===== src/rtl/slrt_pkg.sv =====
// Package for the sequence loss and reorder tracker.
// Holds the field widths, the default window depth, the verdict codes
// and the result item record. No dependencies.
`default_nettype none

package slrt_pkg;

   localparam int SEQ_W          = 32;
   localparam int CNT_W          = 32;
   localparam int WINDOW_DEFAULT = 64;

   typedef enum logic [1:0] {
      VERDICT_IN_ORDER  = 2'd0,
      VERDICT_RECOVERED = 2'd1,
      VERDICT_STALE     = 2'd2,
      VERDICT_GAP       = 2'd3
   } verdict_type;

   typedef struct packed {
      verdict_type       verdict;
      logic [SEQ_W-1:0]  expected_before;
      logic [SEQ_W-1:0]  gap_size;
      logic [CNT_W-1:0]  received_total;
      logic [CNT_W-1:0]  lost_total;
      logic [CNT_W-1:0]  reordered_total;
   } result_type;

endpackage

`default_nettype wire


===== src/rtl/sequence_loss_reorder_tracker.sv =====
// Top level of the sequence loss and reorder tracker: state update,
// result register and skid register. Depends on slrt_pkg.
//
//   channel  direction  handshake           payload
//   req_     in         req_valid/req_stall  seq_number
//   rsp_     out        rsp_valid/rsp_stall  verdict, expected_before, gap_size,
//                                            received_total, lost_total,
//                                            reordered_total
//
// One item per cycle while req_stall is low. The state and the result are
// computed in the cycle in which an item is accepted, then registered.
// Synchronous reset clears the state, the counters and both output stages;
// req_stall is held high while reset is asserted.
// The result register is backed by one skid register: req_stall rises
// only when both hold items or in reset; outside reset it comes from a flop.
`default_nettype none

module sequence_loss_reorder_tracker #(
   parameter int WINDOW = slrt_pkg::WINDOW_DEFAULT
) (
   input  wire logic                         clock,
   input  wire logic                         reset,
   input  wire logic                         req_valid,
   output logic                              req_stall,
   input  wire logic [slrt_pkg::SEQ_W-1:0]   req_seq_number,
   output logic                              rsp_valid,
   input  wire logic                         rsp_stall,
   output logic [1:0]                        rsp_verdict,
   output logic [slrt_pkg::SEQ_W-1:0]        rsp_expected_before,
   output logic [slrt_pkg::SEQ_W-1:0]        rsp_gap_size,
   output logic [slrt_pkg::CNT_W-1:0]        rsp_received_total,
   output logic [slrt_pkg::CNT_W-1:0]        rsp_lost_total,
   output logic [slrt_pkg::CNT_W-1:0]        rsp_reordered_total
);

   localparam int SEQ_W = slrt_pkg::SEQ_W;
   localparam int CNT_W = slrt_pkg::CNT_W;
   localparam int SHW   = $clog2(WINDOW);

   logic [SEQ_W-1:0]   expected_ff, expected_in;
   logic [WINDOW-1:0]  bitmap_ff, bitmap_in;
   logic [CNT_W-1:0]   received_ff, received_in;
   logic [CNT_W-1:0]   lost_ff, lost_in;
   logic [CNT_W-1:0]   reorder_ff, reorder_in;

   slrt_pkg::result_type result_in;
   slrt_pkg::result_type out_ff, skid_ff;
   logic                 out_valid_ff, skid_valid_ff;

   logic accept;
   logic take_out;

   assign req_stall = skid_valid_ff | reset;
   assign accept    = req_valid & ~req_stall;
   assign take_out  = out_valid_ff & ~rsp_stall;

   // Per-item state update.
   always_comb begin
      logic [SEQ_W-1:0]   gap;
      logic [SEQ_W:0]     shift_k;
      logic [SEQ_W-1:0]   lag;
      logic [SHW-1:0]     hi;
      logic [WINDOW-1:0]  shifted;
      logic [WINDOW-1:0]  mark;
      logic [CNT_W:0]     rcv_sum;
      logic [CNT_W:0]     lost_sum;
      logic [CNT_W:0]     reo_sum;
      slrt_pkg::verdict_type verdict;

      gap      = req_seq_number - expected_ff;
      shift_k  = {1'b0, gap} + {{SEQ_W{1'b0}}, 1'b1};
      lag      = expected_ff - {{(SEQ_W-1){1'b0}}, 1'b1} - req_seq_number;
      hi       = (gap < SEQ_W'(WINDOW - 1)) ? gap[SHW-1:0] : SHW'(WINDOW - 1);
      shifted  = (shift_k >= (SEQ_W+1)'(WINDOW)) ? '0 : (bitmap_ff << shift_k[SHW-1:0]);
      mark     = {WINDOW{1'b1}} >> (SHW'(WINDOW - 1) - hi);
      mark[0]  = 1'b0;
      rcv_sum  = {1'b0, received_ff} + {{CNT_W{1'b0}}, 1'b1};
      lost_sum = {1'b0, lost_ff} + {1'b0, gap};
      reo_sum  = {1'b0, reorder_ff} + {{CNT_W{1'b0}}, 1'b1};

      expected_in = expected_ff;
      bitmap_in   = bitmap_ff;
      lost_in     = lost_ff;
      reorder_in  = reorder_ff;
      received_in = rcv_sum[CNT_W] ? {CNT_W{1'b1}} : rcv_sum[CNT_W-1:0];
      verdict     = slrt_pkg::VERDICT_STALE;

      if (req_seq_number == expected_ff) begin
         verdict     = slrt_pkg::VERDICT_IN_ORDER;
         bitmap_in   = bitmap_ff << 1;
         expected_in = expected_ff + {{(SEQ_W-1){1'b0}}, 1'b1};
      end else if (req_seq_number > expected_ff) begin
         verdict     = slrt_pkg::VERDICT_GAP;
         bitmap_in   = shifted | mark;
         lost_in     = lost_sum[CNT_W] ? {CNT_W{1'b1}} : lost_sum[CNT_W-1:0];
         expected_in = req_seq_number + {{(SEQ_W-1){1'b0}}, 1'b1};
      end else if ((lag < SEQ_W'(WINDOW)) && bitmap_ff[lag[SHW-1:0]]) begin
         // A late arrival still marked missing is taken off the lost list.
         verdict                  = slrt_pkg::VERDICT_RECOVERED;
         bitmap_in[lag[SHW-1:0]]  = 1'b0;
         lost_in    = (lost_ff != '0) ? lost_ff - {{(CNT_W-1){1'b0}}, 1'b1} : lost_ff;
         reorder_in = reo_sum[CNT_W] ? {CNT_W{1'b1}} : reo_sum[CNT_W-1:0];
      end

      result_in.verdict         = verdict;
      result_in.expected_before = expected_ff;
      result_in.gap_size        = (verdict == slrt_pkg::VERDICT_GAP) ? gap : '0;
      result_in.received_total  = received_in;
      result_in.lost_total      = lost_in;
      result_in.reordered_total = reorder_in;
   end

   always_ff @(posedge clock) begin
      if (reset) begin
         expected_ff <= '0;
         bitmap_ff   <= '0;
         received_ff <= '0;
         lost_ff     <= '0;
         reorder_ff  <= '0;
      end else if (accept) begin
         expected_ff <= expected_in;
         bitmap_ff   <= bitmap_in;
         received_ff <= received_in;
         lost_ff     <= lost_in;
         reorder_ff  <= reorder_in;
      end
   end

   // The skid register only fills while the result register is held, and
   // it always drains into the result register before new items do.
   always_ff @(posedge clock) begin
      if (reset) begin
         out_valid_ff  <= 1'b0;
         skid_valid_ff <= 1'b0;
      end else if (!out_valid_ff || take_out) begin
         if (skid_valid_ff) begin
            out_ff        <= skid_ff;
            out_valid_ff  <= 1'b1;
            skid_valid_ff <= 1'b0;
         end else begin
            out_ff       <= result_in;
            out_valid_ff <= accept;
         end
      end else if (accept) begin
         skid_ff       <= result_in;
         skid_valid_ff <= 1'b1;
      end
   end

   assign rsp_valid           = out_valid_ff;
   assign rsp_verdict         = out_ff.verdict;
   assign rsp_expected_before = out_ff.expected_before;
   assign rsp_gap_size        = out_ff.gap_size;
   assign rsp_received_total  = out_ff.received_total;
   assign rsp_lost_total      = out_ff.lost_total;
   assign rsp_reordered_total = out_ff.reordered_total;

`ifndef SYNTHESIS
   a_skid_needs_out: assert property (@(posedge clock) disable iff (reset)
      skid_valid_ff |-> out_valid_ff)
      else $error("skid register holds an item while the result register is empty");

   a_in_order_step: assert property (@(posedge clock) disable iff (reset)
      (accept && req_seq_number == expected_ff) |=>
         (expected_ff == $past(expected_ff) + 32'd1))
      else $error("in-order item did not advance the expected number by one");

   a_gap_jump: assert property (@(posedge clock) disable iff (reset)
      (accept && req_seq_number > expected_ff) |=>
         (expected_ff == $past(req_seq_number) + 32'd1 && !bitmap_ff[0]))
      else $error("gap item did not move the expected number past itself");

   a_idle_holds_state: assert property (@(posedge clock) disable iff (reset)
      !accept |=> ($stable(expected_ff) && $stable(bitmap_ff) && $stable(received_ff)))
      else $error("tracker state changed without an accepted item");
`endif

endmodule

`default_nettype wire


===== config.mk =====
export PLATFORM = sky130hd
export DESIGN_NAME = sequence_loss_reorder_tracker
export DESIGN_NICKNAME = d
export VERILOG_FILES = /design/src/rtl/slrt_pkg.sv /design/src/rtl/sequence_loss_reorder_tracker.sv
export SDC_FILE = /design/constraint.sdc
export NUM_CORES = 2
export LEC_CHECK = 0
export BUFFER_PORTS_ARGS = -buffer_cell sky130_fd_sc_hd__buf_4
export CORE_ASPECT_RATIO = 1.1
export CORE_MARGIN = 2
export CORE_UTILIZATION = 30
export CTS_CLUSTER_DIAMETER = 150
export DETAILED_ROUTE_END_ITERATION = 7
export PLACE_DENSITY_LB_ADDON = 0.25
export SLEW_MARGIN = 25
export SYNTH_ARGS = -nofsm -noshare
export SYNTH_HDL_FRONTEND = slang
export SYNTH_SLANG_ARGS = --single-unit

===== constraint.sdc =====
create_clock -name clock -period 16.82 [get_ports clock]
set_clock_uncertainty 0.1 [all_clocks]
set_input_delay 0.841 -clock clock [delete_from_list [all_inputs] [get_ports clock]]
set_output_delay 0.841 -clock clock [all_outputs]
set_load 0.005 [all_outputs]

* Word-level counts from Yosys, hierarchy flattened
Cells that the tools add are included.
** Storage, ports and cells
- Register bits :: 518
- Input bits :: 36
- Output and inout port bits :: 164
- Logic and storage cells :: 89
** Cells by class
- $add $sub $neg :: 11
- $lt $le $gt $ge :: 6
- Equal/unequal tests :: 2
- Shifts and indexed selects :: 2
- Mux-type cells :: 27
- Bitwise operators :: 10
- Reductions and logical operators :: 12
** Operators by type and width (count)
- two-way mux 32 bit :: 13
- two-way mux 64 bit :: 4
- two-way mux 162 bit :: 1
- adder 32 x 1 -> 33 bit (second input constant) :: 3
- adder 32 x 1 -> 32 bit (second input constant) :: 2
- bitwise AND 64 bit :: 1
- inverter 64 bit :: 1
- OR 64 bit :: 1
- << shifter 64 x 6 -> 64 bit :: 1
- right shift 64 x 6 -> 64 bit (first input constant) :: 1
- subtractor 32 x 1 -> 32 bit (second input constant) :: 2
- subtractor 32 bit :: 2
- adder 32 x 32 -> 33 bit :: 1
- greater-or-equal comparator 33 x 7 -> 1 bit (second input constant) :: 1
- == test 32 bit :: 1
- > comparator 32 bit :: 1
- < comparator 32 x 6 -> 1 bit (second input constant) :: 1
- < comparator 32 x 7 -> 1 bit (second input constant) :: 1
- nonzero test 32 bit :: 1
- < comparator 6 x 7 -> 1 bit (second input constant) :: 1
- binary-select mux 1 bit (select 6 bit) :: 1
- demux 1 bit (select 6 bit) :: 1
- greater-or-equal comparator 6 x 1 -> 1 bit (second input constant) :: 1
- two-way mux 2 bit :: 3
- 15 further kinds :: 24

* Longest topological paths before layout
- Depth in word-level cells :: 11
- Gate-level depth with buffers :: 26
- Gate-level depth less buffers :: 23

* Worst setup path after synthesis
No wires, ideal clock.
- Path kind :: input port to flip-flop
- Start point :: input port reset
- End point :: register out_ff, in the netlist rsp_expected_before[0], enable pin
- Library setup time :: 0.737 ns
- Arrival time :: 9.246 ns
- Data required time :: 15.983 ns
- Slack :: 6.737 ns
- Stages on the path :: 4
- Path buffers :: 3
- Cells stage by stage :: clkbuf_1 clkbuf_1 clkbuf_1 a21oi_1
** On the way
- Longest elaborated chain between the ends :: 2
** RTL lines
- start: declaration :: line sequence_loss_reorder_tracker.sv:22 : input wire logic reset,
- inverter 1 bit (no line)
- AND reduction 2 bit (no line)
- end signal: assignment :: line sequence_loss_reorder_tracker.sv:137 : out_ff <= skid_ff;
- end signal: assignment :: line sequence_loss_reorder_tracker.sv:141 : out_ff <= result_in;
- end: declaration :: line sequence_loss_reorder_tracker.sv:47 : slrt_pkg::result_type out_ff, skid_ff;
Every way passes these cells.
A chain may end at the register's enable or synchronous reset.

* Final worst setup path
- Start point :: register expected_ff[2]
- End point :: register out_ff, in the netlist rsp_lost_total[26] (data pin)
** On the way
- Longest elaborated chain between the ends :: 9
- Elaborated cells on any way between the ends :: 15
- Classes of those cells :: add/sub (4); order compare (2); eq/ne (1); mux (7); reduce/logical (1)
** RTL lines
- start: declaration :: line sequence_loss_reorder_tracker.sv:40 : logic [SEQ_W-1:0] expected_ff, expected_in;
- start signal: assignment :: line sequence_loss_reorder_tracker.sv:121 : expected_ff <= expected_in;
- parallel branches: the longest is 7 deep, another holds subtractor 32 x 1 -> 32 bit
- two-way mux 32 bit (*) :: line sequence_loss_reorder_tracker.sv:88 : if (req_seq_number == expected_ff) begin
- named net lost_in[26] :: line sequence_loss_reorder_tracker.sv:43 : logic [CNT_W-1:0] lost_ff, lost_in;
- two-way mux 162 bit (*) :: line sequence_loss_reorder_tracker.sv:136 : if (skid_valid_ff) begin
Mark *: on every way through the listed nets, which the timed path passes. The select of a mux whose other input is x is not followed.

==> metrics.md <==
| Metric | Value |
|---|---|
| Status | `finished, final reports clean` |
| Total gr overflow | `0` |
| RSZ-0062 raised after global routing | `no` |
| Multi-input logic area | `21460 um2` |
| Peak VDD IR | `0.1001 mV` |
| Routability cong. | `0.9617` |
| Via count | `35070` |
| Final period util | `40.93%` |
| Cells after DPL | `5913` |
| Final setup viols | `0` |
| Number of setup buffers added after CTS | `0` |
| CTS Hold Buffers Added | `0` |
| Drt first-iter violations | `4030` |
| Maxcap violations | `0` |
| Fill cell count | `12650` |
| Slew of the pin with the lowest slew margin | `1086 ps` |
| Crit Path Category | `flop to flop` |
| Critical Path Max Stage Delay | `720 ps` |
| Core footprint | `121100 um2` |
| Post-route ant nets | `0` |
| Met3 GRT Util | `3.680%` |
| Dominant synthesized flop cell | `edfxtp_1` |
| Fin crit period | `6884 ps` |
| Rel. slew slack | `27.62%` |
| Die X-Extent | `336.8 um` |
| Cell Rows | `134` |
| Die Y | `370.0 um` |
| Worst path cell trace | `ha_1 -> nor2b_1 -> o31ai_2 -> a21oi_1 -> o21ai_1 -> nand2_1 -> xnor2_1 -> inv_1 -> ha_1 -> a21oi_1 -> o21bai_1 -> a211oi_1 -> o21ai_0 -> a211o_1 -> o221ai_1 -> a21oi_1 -> or3_1 -> buf_4 -> or2_2 -> o31a_1 -> mux2_2` |
| CTS tree | `built` |
| Gr usage total | `22.65%` |
| Async SR Flop Fraction | `0%` |
| Remaining DRCs | `0` |
| Worst path slowest cell | `xnor2_1` |
| Area post-placement | `39740 um2` |
| Wire per inst | `24.13 um` |
| PwrDens | `111.3 nW/um2` |
| Clk_lat worst skew | `710 ps` |
| Register bit total from synthesis | `518` |
| Number of global-route vias before repair | `33050` |
| Largest net degree at the start of global routing | `97` |
| Clock buffer depth | `3` |
| Num CTS Buffers | `61` |
| Startpoint Class | `flop` |
| Data required, critical path | `17170 ps` |
| Mean post-synth cell area | `8.500 um2` |
| # clock sinks | `518` |
| Post-cts sizing count | `0` |
| Fin area | `41950 um2` |
| GRT met2 Usage | `36.97%` |
| Layout cell share with drive strength beyond 1 | `14.35%` |
| Critical path capture point type | `flop` |
| Final setup TNS | `0 ps` |
| Initial antenna violation count | `4` |
| Final core occ | `34.65%` |
| FF+latch area | `13620 um2` |
| Hold_ws | `367.6 ps` |
| Final WL | `145600 um` |
| Most frequent cells in the layout | `nand2_1, nor2_1, a21oi_1, o21ai_0, edfxtp_1` |
| Cell mode on critical path | `a21oi_1` |
| Global-route wire length before repair | `216300 um` |
| Gate count of the mapped netlist | `4299` |
| I/O Pins | `200` |
| Port buffer count | `199` |
| CTS root buf | `clkbuf_16` |
| Number of vias per cell | `5.814` |
| Commonest non-fill, non-tap cell in the layout | `nand2_1` |
| Initial Util | `30.19%` |
| Post-synthesis sequential area ratio | `37.26%` |
| Nets@finish | `4483` |
| Fmax | `145.3 MHz` |
| Drt first pass iters | `6` |
| Layer with the highest usage | `met2` |
| EDFF count, synth | `324` |
| Met1 Use GR | `29.62%` |
| Static Leak | `15.43 nW` |
| Cell Area, Synth | `36540 um2` |
| H-tree depth | `2` |
| Post-synth cell types | `98` |
| Worst Path Max Fanout | `31` |
| Syn nets | `4438` |
| Ys Warns | `0` |
| Die ar. | `124600 um2` |
| Clock-pin slew on the worst setup and hold paths | `60 ps` |
| Non-filler instance count after layout | `6032` |
| Post-DP HPWL | `102300 um` |
| Critical Path AT | `7240 ps` |
| Hold WC Path Type | `input pin to flop` |
| Layout Area Growth over Synthesis | `14.80%` |
| Final Hold Fails | `0` |
| Final slew viol count | `0` |
-- cell families (layout without fill, tap and decap cells) --
| logic type | count (synthesis) | count (layout) | synth area share (%) |
|---|---|---|---|
| and+or+nand+nor | 1595 | 1595 | 20.66 |
| adders and majority gates | 103 | 103 | 3.568 |
| DFF | 518 | 518 | 37.26 |
| muxes | 206 | 206 | 7.605 |
| buffers and inverters | 436 | 534 | 4.626 |
| AOI/OAI and AO/OA | 1302 | 1302 | 22.90 |
| other | 0 | 3 | 0 |
| xor gates and xnor gates | 139 | 139 | 3.383 |
-- worst max-delay path: cells and delay by family, from the launching register on --
| kind | cells | cell delay, ps |
|---|---|---|
| XOR/XNOR | 1 | 720 |
| AO/OA/AOI/OAI | 11 | 2520 |
| buffers and inverters | 2 | 630 |
| AND/OR/NAND/NOR | 4 | 1140 |
| multiplexers | 1 | 260 |
| flip-flops | 1 | 500 |
| adder cells (fa/ha/maj) | 2 | 750 |
-- cells in the mapped netlist, drive strengths merged (28+ instances only) --
| cell type | number | area share, % |
|---|---|---|
| o21a | 32 | 0.66 |
| and3 | 74 | 1.3 |
| mux2 | 83 | 2.6 |
| xnor2 | 82 | 2.0 |
| edfxtp | 324 | 27 |
| mux2i | 74 | 2.0 |
| nand2 | 544 | 5.6 |
| dfxtp | 194 | 11 |
| a31oi | 64 | 1.1 |
| a21oi | 350 | 4.8 |
| o31ai | 76 | 1.6 |
| and2 | 35 | 0.60 |
| nor3 | 144 | 2.1 |
| mux4 | 49 | 3.0 |
| nand4 | 53 | 0.91 |
| nand3 | 156 | 2.2 |
| xor2 | 57 | 1.4 |
| buf | 64 | 0.80 |
| o211ai | 52 | 1.1 |
| a21o | 49 | 1.0 |
| a211oi | 69 | 1.5 |
| or3 | 36 | 0.62 |
| nor4 | 36 | 0.76 |
| nor2 | 378 | 3.9 |
| or2 | 28 | 0.48 |
| o21ai | 351 | 4.8 |
| clkbuf | 231 | 2.4 |
| ha | 101 | 3.5 |
| inv | 139 | 1.4 |
-- where the power goes --
part	switching [mW]	internal [mW]
Combinational	1.07	0.551
Clock	0.601	0.863
Sequential	0.109	1.47
-- worst paths after layout --
kind,startpoint,to,slack [ps],cells after the start
worst max-delay path,expected_ff[2],rsp_lost_total[26],9940,21
worst min-delay path,req_seq_number[0],expected_ff[0],370,4
worst max register to register,expected_ff[2],rsp_lost_total[26],9940,21
worst min register to register,expected_ff[31],skid_ff[159],390,0
-- registers in the layout, summed over array words and instances, names as in the netlist --
name and flops:
skid_ff 162, bitmap_ff 64, expected_ff 32, lost_ff 32, received_ff 32, reorder_ff 32
rsp_expected_before 32, rsp_gap_size 32, rsp_lost_total 32, rsp_received_total 32, rsp_reordered_total 32, rsp_verdict 2
rsp_valid 1, skid_valid_ff 1
-- layout make-up --
type | instances | share of cell area, %
clock inverter | 40 | 1.348
antenna | 3 | 0.01790
timing repair buffer | 277 | 4.987
clock buffer | 76 | 3.893
inverter | 141 | 1.268
multi-input combinational | 3345 | 51.16
tap | 1632 | 4.868
sequential | 518 | 32.46
-- per-layer routing --
layer | up-vias | wire length, um
met4 | 2 | 6244
met2 | 1577 | 67570
li1 | 16120 | -
met1 | 17030 | 60810
met5 | - | 10
met3 | 346 | 10920
-- metrics by stage --
stage / power [mW] / setup WS, ps
global route: 4.878 / 9497
finish: 4.668 / 9936
detailed placement: 3.194 / 9466
global placement: 3.195 / 9559
CTS: 4.673 / 10020
floorplan: 2.581 / 6737
Power figures use the tool's default switching activity.
